## src/sktr_pkg.sv

```systemverilog
// Types, constants and codes of the scancode key state tracker.
package sktr_pkg;

	localparam int KEY_COUNT = 96;
	localparam int KEY_IDX_W = 7;
	localparam logic [KEY_IDX_W:0] KEY_LIMIT = (KEY_IDX_W + 1)'(KEY_COUNT);

	// operation codes
	localparam logic [1:0] OP_SCAN      = 2'd0;
	localparam logic [1:0] OP_QUERY_NRM = 2'd1;
	localparam logic [1:0] OP_QUERY_EXT = 2'd2;
	localparam logic [1:0] OP_CLEAR     = 2'd3;

	// scancode byte codes
	localparam logic [7:0] SC_PREFIX_EXT = 8'hE0;
	localparam logic [7:0] SC_PAUSE1     = 8'hE1;
	localparam logic [7:0] SC_PAUSE2     = 8'hE2;
	localparam int         SC_BREAK_BIT  = 7;

	// prefix state codes
	localparam logic [1:0] MODE_NONE = 2'd0;
	localparam logic [1:0] MODE_EXT  = 2'd1;
	localparam logic [1:0] MODE_DROP = 2'd2;

	// key state codes
	localparam logic [1:0] KS_UP       = 2'd0;
	localparam logic [1:0] KS_DOWN     = 2'd1;
	localparam logic [1:0] KS_PRESSED  = 2'd2;
	localparam logic [1:0] KS_RELEASED = 2'd3;

	typedef struct packed {
		logic                 upd;
		logic                 query;
		logic                 make;
		logic [KEY_IDX_W-1:0] idx;
	} tbl_cmd_t;

	typedef struct packed {
		logic       chg;
		logic [1:0] ks;
	} tbl_rsp_t;

endpackage

```

## src/sktr_decode.sv

```systemverilog
// Item decoder: scancode prefix tracking and per-table command generation.
module sktr_decode (
	input  logic                           clk,
	input  logic                           arst_n,
	input  logic                           valid,
	input  logic [1:0]                     opcode,
	input  logic [7:0]                     scan_byte,
	input  logic [sktr_pkg::KEY_IDX_W-1:0] key_index,
	output sktr_pkg::tbl_cmd_t             nrm_cmd,
	output sktr_pkg::tbl_cmd_t             ext_cmd,
	output logic                           clr
);

	logic [1:0] mode_q;
	logic [1:0] mode_d;
	logic       make;
	logic [sktr_pkg::KEY_IDX_W-1:0] code;

	assign make = ~scan_byte[sktr_pkg::SC_BREAK_BIT];
	assign code = scan_byte[sktr_pkg::KEY_IDX_W-1:0];

	always_comb begin
		mode_d        = mode_q;
		nrm_cmd       = '0;
		ext_cmd       = '0;
		clr           = 1'b0;
		nrm_cmd.make  = make;
		ext_cmd.make  = make;
		nrm_cmd.idx   = code;
		ext_cmd.idx   = code;
		if (valid) begin
			unique case (opcode)
				sktr_pkg::OP_SCAN: begin
					if (mode_q == sktr_pkg::MODE_EXT) begin
						ext_cmd.upd = 1'b1;
						mode_d      = sktr_pkg::MODE_NONE;
					end else if (mode_q != sktr_pkg::MODE_NONE) begin
						// drop the byte after a pause prefix
						mode_d = sktr_pkg::MODE_NONE;
					end else if (scan_byte == sktr_pkg::SC_PREFIX_EXT) begin
						mode_d = sktr_pkg::MODE_EXT;
					end else if (scan_byte == sktr_pkg::SC_PAUSE1 ||
					             scan_byte == sktr_pkg::SC_PAUSE2) begin
						mode_d = sktr_pkg::MODE_DROP;
					end else begin
						nrm_cmd.upd = 1'b1;
					end
				end
				sktr_pkg::OP_QUERY_NRM: begin
					nrm_cmd.query = 1'b1;
					nrm_cmd.idx   = key_index;
				end
				sktr_pkg::OP_QUERY_EXT: begin
					ext_cmd.query = 1'b1;
					ext_cmd.idx   = key_index;
				end
				sktr_pkg::OP_CLEAR: begin
					clr = 1'b1;
				end
				default: begin
					clr = 1'b0;
				end
			endcase
		end
	end

	always_ff @(posedge clk or negedge arst_n) begin
		if (!arst_n) begin
			mode_q <= sktr_pkg::MODE_NONE;
		end else begin
			mode_q <= mode_d;
		end
	end

endmodule

```

## src/sktr_table.sv

```systemverilog
// Key table: down and read bits for one set of keys, one read-modify-write per cycle.
module sktr_table (
	input  logic               clk,
	input  logic               arst_n,
	input  sktr_pkg::tbl_cmd_t cmd,
	output sktr_pkg::tbl_rsp_t rsp
);

	logic [sktr_pkg::KEY_COUNT-1:0] down_q;
	logic [sktr_pkg::KEY_COUNT-1:0] seen_q;
	logic hit;
	logic cur_down;
	logic cur_seen;
	logic rd;

	assign hit      = {1'b0, cmd.idx} < sktr_pkg::KEY_LIMIT;
	assign cur_down = hit ? down_q[cmd.idx] : 1'b0;
	assign cur_seen = hit ? seen_q[cmd.idx] : 1'b0;
	assign rd       = cmd.query && hit;

	always_comb begin
		rsp.chg = cmd.upd && hit && (cur_down != cmd.make);
		rsp.ks  = sktr_pkg::KS_UP;
		if (rd) begin
			if (cur_down) begin
				rsp.ks = cur_seen ? sktr_pkg::KS_DOWN : sktr_pkg::KS_PRESSED;
			end else begin
				rsp.ks = cur_seen ? sktr_pkg::KS_UP : sktr_pkg::KS_RELEASED;
			end
		end
	end

	always_ff @(posedge clk or negedge arst_n) begin
		if (!arst_n) begin
			down_q <= '0;
			seen_q <= '0;
		end else begin
			// a key change marks it unread; a query marks it read
			if (rsp.chg) begin
				down_q[cmd.idx] <= cmd.make;
				seen_q[cmd.idx] <= 1'b0;
			end
			if (rd) begin
				seen_q[cmd.idx] <= 1'b1;
			end
		end
	end

endmodule

```

## src/scancode_key_state_tracker.sv

```systemverilog
// Top level of the scancode key state tracker.
// Usage:
//   Drive opcode, scan_byte and key_index with start high; an item transfers at
//   every rising edge where start is high and busy is low. busy stays low, so an
//   item may transfer in every cycle.
//   opcode 0 feeds a set-1 scancode byte (E0 routes the next byte to the extended
//   table, E1/E2 drop the next byte), 1 and 2 query a normal or extended key,
//   3 clears the any-pressed flag.
//   Each item gives one result: done is high for exactly one cycle, set through the
//   item register and then the result register, carrying key_state and
//   any_pressed. Throughput is one item per cycle: each key table does its
//   read-modify-write between the two registers.
//   The receiver cannot stall: a result is lost unless taken while done is high.
//   Reset (arst_n low) marks all keys up and unread, clears the prefix and the
//   any-pressed flag, and drops any item in flight.
module scancode_key_state_tracker (
	input  logic                           clk,
	input  logic                           arst_n,
	input  logic                           start,
	output logic                           busy,
	input  logic [1:0]                     opcode,
	input  logic [7:0]                     scan_byte,
	input  logic [sktr_pkg::KEY_IDX_W-1:0] key_index,
	output logic                           done,
	output logic [1:0]                     key_state,
	output logic                           any_pressed
);

	logic                           valid_s1;
	logic [1:0]                     opcode_s1;
	logic [7:0]                     byte_s1;
	logic [sktr_pkg::KEY_IDX_W-1:0] idx_s1;

	sktr_pkg::tbl_cmd_t nrm_cmd;
	sktr_pkg::tbl_cmd_t ext_cmd;
	sktr_pkg::tbl_rsp_t nrm_rsp;
	sktr_pkg::tbl_rsp_t ext_rsp;
	logic               clr;
	logic               any_q;
	logic               any_d;

	assign busy = 1'b0;

	always_ff @(posedge clk or negedge arst_n) begin
		if (!arst_n) begin
			valid_s1 <= 1'b0;
		end else begin
			valid_s1 <= start && !busy;
		end
	end

	always_ff @(posedge clk) begin
		if (start && !busy) begin
			opcode_s1 <= opcode;
			byte_s1   <= scan_byte;
			idx_s1    <= key_index;
		end
	end

	sktr_decode u_decode (
		.clk       (clk),
		.arst_n    (arst_n),
		.valid     (valid_s1),
		.opcode    (opcode_s1),
		.scan_byte (byte_s1),
		.key_index (idx_s1),
		.nrm_cmd   (nrm_cmd),
		.ext_cmd   (ext_cmd),
		.clr       (clr)
	);

	sktr_table u_nrm_table (
		.clk    (clk),
		.arst_n (arst_n),
		.cmd    (nrm_cmd),
		.rsp    (nrm_rsp)
	);

	sktr_table u_ext_table (
		.clk    (clk),
		.arst_n (arst_n),
		.cmd    (ext_cmd),
		.rsp    (ext_rsp)
	);

	// at most one table sees an update in a cycle
	always_comb begin
		any_d = any_q;
		if (clr) begin
			any_d = 1'b0;
		end else if (nrm_rsp.chg) begin
			any_d = nrm_cmd.make;
		end else if (ext_rsp.chg) begin
			any_d = ext_cmd.make;
		end
	end

	always_ff @(posedge clk or negedge arst_n) begin
		if (!arst_n) begin
			any_q <= 1'b0;
			done  <= 1'b0;
		end else begin
			any_q <= any_d;
			done  <= valid_s1;
		end
	end

	always_ff @(posedge clk) begin
		if (valid_s1) begin
			key_state <= nrm_rsp.ks | ext_rsp.ks;
		end
	end

	assign any_pressed = any_q;

endmodule

```

## config.mk

```make
export PLATFORM = sky130hd
export DESIGN_NAME = scancode_key_state_tracker
export DESIGN_NICKNAME = d
export VERILOG_FILES = /design/src/sktr_pkg.sv /design/src/sktr_decode.sv /design/src/sktr_table.sv /design/src/scancode_key_state_tracker.sv
export SDC_FILE = /design/constraint.sdc
export NUM_CORES = 1
export LEC_CHECK = 0
export CAP_MARGIN = 20
export CELL_PAD_IN_SITES_DETAIL_PLACEMENT = 0
export CELL_PAD_IN_SITES_GLOBAL_PLACEMENT = 2
export CORE_AREA = 4 4 260 262
export CTS_BUF_LIST = sky130_fd_sc_hd__clkbuf_16
export CTS_CLUSTER_SIZE = 20
export DETAILED_ROUTE_END_ITERATION = 8
export DIE_AREA = 0 0 264 266
export DONT_BUFFER_PORTS = 1
export PLACE_DENSITY = 0.71
export RECOVER_POWER = 50
export SLEW_MARGIN = 40
export SYNTH_ARGS = -nofsm -noshare
export SYNTH_HDL_FRONTEND = slang
export SYNTH_SLANG_ARGS = --single-unit
export TNS_END_PERCENT = 1
```

## constraint.sdc

```tcl
create_clock -name clk -period 3.8 [get_ports clk]
set_clock_uncertainty 0.1 [all_clocks]
set_input_delay 0.76 -clock clk [delete_from_list [all_inputs] [get_ports clk]]
set_output_delay 0.76 -clock clk [all_outputs]
set_load 0.005 [all_outputs]
```

==> qor.yml, run 1 <==
power_and_ir_drop:
  p_comb_frac: 0.191
  ir_worst_vdd_uv: 310.5
  seq_power_share: 0.397
  swShare: 0.3071
  power.switching_mw: 3.586
  p_int_mw: 8.089
  pwr-share-clk: 0.412
  leakage_nw: 10.27
  powerDensity_nw_per_um2: 438.9
  p_total_mw: 11.68
clock_network:
  clock_sinks: 408
  cts-root-buf: "clkbuf_16"
  cts_tree: "done"
  clock_path_buffers: 3
  cts_max_level: 2
  clkLatencyLatePin_ns: 0.61
  numCtsBuffers: 50
  clk_transition_reported_paths_ns: 0.06
logic_synthesis:
  synth_top_cells_by_count: "a31oi_1, dfrtp_1, nand2_1"
  syn_area_um2: 22650
  synthTopCellsByArea: "dfrtp_1, a31oi_1, o21ai_0"
  yosysWarnings: 0
  yosysTopAreaCell: "dfrtp_1"
  synth-seq-cells: 408
  synth_top_area_frac: 0.4298
  synth_edf_count: 19
  synthXorXnorAreaFrac: 0.002210
  synth_top_family_by_area: "compound AO/OA/AOI/OAI gates"
  synth_nets: 2643
  synth.mux.area_fraction: 0.06364
  synth_cell_types: 67
  ys_seq_area_frac: 0.4550
  synth_fa_ha_area_frac: 0
  synth_cells: 2623
  synth_top_flop_cell: "dfrtp_1"
  yosys.area_share.simple: 0.1171
  syn_avg_cell_area_um2: 8.635
  synth-async-reset-ratio: 0.9534
  yosysMostFrequentCell: "a31oi_1"
  synth_compound_area_frac: 0.3005
critical_path:
  crit_required_ns: 4.05
  arrival_ns: 3.98
  cp-start-kind: "register"
  worstRegToRegCells: 15
  critPathMaxFanout: 13
  cp-end-kind: "register"
  path_class: "register to register"
  r2r_slack_ns: 0.06
grt:
  grt_pass1_wl_mm: 131.0
  grt_max_degree: 390
  gr-total-overflow: 0
  grt_pass1_vias: 20534
  grtUsageTotal: 0.2377
  grt_antenna_before_repair: 8
drt:
  drcViolationCount: 0
  viasPerCell: 6.162
  drt-wirelength-per-cell_um: 24.47
  ant_nets: 0
  vias: 21759
  wl_mm: 86.40
  drtIter0Drc: 2372
  first_pass_iters: 6
floorplanning:
  start_util: 0.3464
  core-area_um2: 65390
  die_h_um: 266
  fp-row-count: 94
  die-area_um2: 70220
  io_pins: 25
  die_w_um: 264
place:
  place_ws_ns: -0.1060
  gp_congestion: 0.8630
  port_buffers: 0
  dp.cells: 3415
  hpwl_mm: 53.12
outcome:
  violations: "hold timing, slew limit"
  outcome: "complete, but fails checks"
sta:
  tightestPinTransition_ns: 1.623
  drv_slew: 116
  setup_viol: 0
  fin_ws_ns: 0.06462
  setup_tns_ns: 0
  max_slew_margin: -0.08217
  period_needed_ns: 3.735
  hold_viol: 204
  max_freq_ghz: 0.2677
  whs_ns: -0.2414
  fin_crit_sh: 0.9830
min_path:
  hold_class: "input port to asynchronous set/reset pin"
layout:
  syn_to_final_growth_pct: 17.46
  nNetsFinal: 2639
  drive_gt1_frac: 0.1560
  fin_cells: 3531
job:
  cap_violations: 0
[metal layers]
| layer | wire [µm] | global-route usage | vias up |
|---|---|---|---|
| li1 | - | - | 9767 |
| met5 | 24 | 0 | - |
| met1 | 38910 | 0.3481 | 11021 |
| met3 | 7094 | 0.04691 | 130 |
| met2 | 38420 | 0.3626 | 837 |
| met4 | 1943 | 0.06068 | 4 |
[state kept, by name, summed over array words and instances, names as in the netlist]
register	cells
u_ext_table.seen_q	96
idx_s1	7
key_state	2
valid_s1	1
u_nrm_table.seen_q	96
any_pressed	1
u_decode.mode_q	2
u_nrm_table.down_q	96
done	1
u_ext_table.down_q	96
byte_s1	8
opcode_s1	2
[final cells by class]
type                            instances  area (µm²)
Tap cell                              864        1081
Timing Repair Buffer                  233        2288
Fill cell                            6599       38790
Multi-Input combinational cell       1912       11240
Clock inverter                         41       316.6
Inverter                               14       52.55
Clock buffer                           52        1301
Sequential cell                       408       10310
Antenna cell                            7       17.52
[power groups by stage]
stage	registers (mW)	clock network (mW)	logic, mW
after floorplan	4.67	0	1.32
after global placement	4.71	0	2.11
after detailed placement	4.71	0	2.13
after CTS	4.63	4.91	2.15
after global routing	4.65	5.08	2.38
final	4.64	4.81	2.23
[worst max-delay path, cell delays in order, from the launching register on]
cell      delay [ns]
edfxtp_1        0.41
buf_4           0.18
buf_4           0.13
nand3b_2        0.15
buf_4           0.19
mux2i_1         0.31
buf_12          0.20
o22ai_1         0.09
nor3_1          0.37
o221ai_1        0.17
o41ai_1         0.34
o311ai_0        0.24
buf_4           0.19
inv_1           0.10
o22ai_2         0.13
buf_4           0.18
[cell usage in the layout, fill, tap and decap left out, drive strengths merged, types with 10 or more instances in the layout]
cell	n
nand2b	10
mux4	27
o22ai	58
o21ai	406
nand3b	10
nor3	23
dfrtp	389
a31oi	408
clkbuf	53
inv	28
a21oi	224
a211oi	13
nand3	37
clkinv	18
mux2i	63
nand2	336
mux2	18
edfxtp	19
buf	230
nor2	150
[stage by stage]
step                      instance area [µm²]  utilization  hold slack, ns
after detailed placement                24740       0.3783          0.3837
after CTS                               26410       0.4039         -0.2566
final                                   26600       0.4068         -0.2414
after global placement                  24730       0.3781          0.3856
after global routing                    26590       0.4066         -0.2589
after floorplan                         22650            -          0.3053
[cells by family after synthesis]
logic type | after synthesis
flip-flops | 408
XOR/XNOR | 4
multiplexers | 108
AND/OR/NAND/NOR | 616
AO/OA/AOI/OAI | 1182
buffers and inverters | 304
other | 1
[repair_timing]
| item | CTS | global route |
|---|---|---|
| pin swaps | 1 | 0 |
| resized for setup | 4 | 15 |
| setup buffers | 4 | 10 |
| endpoints found under the hold margin | 389 | 389 |
| endpoints found under the setup margin | 182 | 376 |
| gates cloned | 0 | 2 |
[final timing paths]
check,endpoint,startpoint
setup / recovery,key_state[1]$_DFFE_PP_,opcode_s1[0]$_DFFE_PP_
hold / removal,u_nrm_table.down_q[92]$_DFFE_PN0P_,arst_n
setup reg to reg,key_state[1]$_DFFE_PP_,opcode_s1[0]$_DFFE_PP_
hold reg to reg,u_decode.mode_q[1]$_DFFE_PN0P_,u_decode.mode_q[1]$_DFFE_PN0P_
max in group asynchronous,valid_s1$_DFF_PN0_,arst_n
min in group clk,valid_s1$_DFF_PN0_,start
Power figures use the tool's default switching activity.
==> inputs of run 2 (changes only) <==
clock period = 4.1 ns   (was 3.8 ns; I/O delays follow)
==> run 2 against run 1 <==
Effect of this change: critical path type unchanged; register-to-register slack better by 0.07 ns; cell area is 1.6% lower; the run ends with hold timing left; cell count is 0.71% lower; via count is 0.64% lower.
==> qor.yml, run 2 (synthesized netlist as in run 1, its figures left out) <==
outcome:
  outcome: "complete, but fails checks"
  violations: "hold timing"
power_and_ir_drop:
  ir_worst_vdd_uv: 356.6
  leakage_nw: 10.09
  powerDensity_nw_per_um2: 404.4
floorplanning:
  io_pins: 25
  fp-row-count: 94
  die_h_um: 266
  core-area_um2: 65390
  die-area_um2: 70220
  die_w_um: 264
  start_util: 0.3464
drt:
  ant_nets: 0
  wl_mm: 86.72
  drtIter0Drc: 2183
  drcViolationCount: 0
  drt-wirelength-per-cell_um: 24.73
  viasPerCell: 6.166
  first_pass_iters: 6
  vias: 21619
critical_path:
  rr_startpoint: "idx_s1[2]$_DFFE_PP_"
  path_class: "register to register"
  cp-start-kind: "register"
  crit_top_cell: "buf_4"
  cp_num_buf_inv: 4
  crit_required_ns: 4.37
  slowest_stage: "a2111oi_1"
  cp-end-kind: "register"
  worstRegToRegCells: 13
  r2r-end: "key_state[0]$_DFFE_PP_"
  arrival_ns: 4.23
  slowest_delay_ns: 0.54
  critPathTopFamily: "compound AO/OA/AOI/OAI gates"
  crit_chain: "buf_12 > and4b_1 > a21o_1 > buf_4 > o21ai_0 > a31oi_1 > o21ai_0 > a2111oi_1 > buf_4 > nand4_1 > xor2_1 > o22ai_1 > buf_4"
  critPathMaxFanout: 27
  r2r_slack_ns: 0.14
clock_network:
  numCtsBuffers: 50
  clk_transition_reported_paths_ns: 0.06
  cts-root-buf: "clkbuf_16"
  clkLatencyLatePin_ns: 0.61
  clock_path_buffers: 3
  cts_tree: "done"
  cts_max_level: 2
  clock_sinks: 408
layout:
  syn_to_final_growth_pct: 15.61
  final_cell_area_um2: 26190
  post-route-util: 0.4004
  final_cell_mix: "a31oi_1, dfrtp_1, nand2_1"
  fin_cells: 3506
  nNetsFinal: 2617
  drive_gt1_frac: 0.1459
  mostFrequentLayoutCell: "a31oi_1"
sta:
  drv_slew: 0
  fin_ws_ns: 0.1387
  tightestPinTransition_ns: 1.038
  max_freq_ghz: 0.2524
  hold_viol: 256
  whs_ns: -0.1766
  max_slew_margin: 0.3082
  period_needed_ns: 3.961
  setup_tns_ns: 0
  setup_viol: 0
  fin_crit_sh: 0.9662
  rsz0062_at_grt: "false"
grt:
  grt_pass1_vias: 20406
  grt_antenna_before_repair: 8
  grt_pass1_wl_mm: 131.9
  grtUsageTotal: 0.2393
  grt_max_degree: 390
  gr-total-overflow: 0
place:
  post_dp_cell_area_um2: 24550
  place_ws_ns: -0.1270
  port_buffers: 0
  gp_congestion: 0.8411
  dp.cells: 3403
  hpwl_mm: 53.16
min_path:
  hold_class: "input port to asynchronous set/reset pin"
job:
  cap_violations: 0
-- run 2: cell types whose count changed in the layout (fill, tap and decap cells not counted), sizes merged --
cell / change
clkbuf: -2
diode: -3
inv: -1
buf: -18
clkinvlp: -3
nand3b: -1
bufinv: -2
clkinv: +7
dlymetal6s2s: -2
-- run 2: per-layer routing --
metal	share of wire	GRT usage
met5	0.00053	0
met4	0.030	0.07182
met3	0.073	0.04959
met2	0.44	0.3624
met1	0.46	0.3469
-- run 2: where the power goes --
part / internal, mW / switching [mW]
registers: 4.20 / 0.108
clock network: 2.43 / 1.84
logic: 0.671 / 1.34
total: 7.30 / 3.29
-- run 2: how the worst max path moves through the flow --
stage	slack [ns]	depth (start not counted)	endpoint	from
4_1_cts	0.03	11	key_state[0]$_DFFE_PP_	opcode_s1[0]$_DFFE_PP_
5_1_grt	0.003	13	key_state[0]$_DFFE_PP_	idx_s1[2]$_DFFE_PP_
6_report	0.14	13	key_state[0]$_DFFE_PP_	idx_s1[2]$_DFFE_PP_
3_5_place_dp	-0.13	11	key_state[0]$_DFFE_PP_	byte_s1[2]$_DFFE_PP_
3_3_place_gp	-0.11	11	key_state[0]$_DFFE_PP_	byte_s1[2]$_DFFE_PP_
2_1_floorplan	0.78	14	key_state[0]$_DFFE_PP_	valid_s1$_DFF_PN0_
-- run 2: what timing repair did --
action / 4_1_cts / 5_1_grt
gates cloned: 0 / 0
endpoints found under the setup margin: 165 / 293
endpoints found under the hold margin: 389 / 389
pin swaps: 0 / 1
resized for setup: 0 / 9
buffers inserted: 2 / 4
-- run 2: per-stage QoR --
| step | power, mW | hold slack (ns) |
|---|---|---|
| CTS | 10.65 | -0.2045 |
| global route | 11.01 | -0.1942 |
| global placement | 6.301 | 0.3886 |
| detailed placement | 6.328 | 0.4089 |
| finish | 10.59 | -0.1766 |
| floorplan | 5.552 | 0.3053 |
-- run 2: area by class of cell --
cell class / count / area [µm²]
clock buffer: 51 / 1276
clock inverter: 42 / 267.8
fill: 6580 / 39210
inverter: 14 / 52.55
multi-input combinational: 1911 / 11200
timing repair buffer: 212 / 1991
sequential: 408 / 10300
antenna: 4 / 10.01
tap: 864 / 1081
-- run 2: worst register-to-register path, delay by kind of cell, from the launching register on --
family                 cells  cell delay [ns]
AND/OR/NAND/NOR            2             0.57
XOR/XNOR                   1             0.29
buffers and inverters      4             1.00
flip-flops                 1             0.38
AO/OA/AOI/OAI              6             1.42
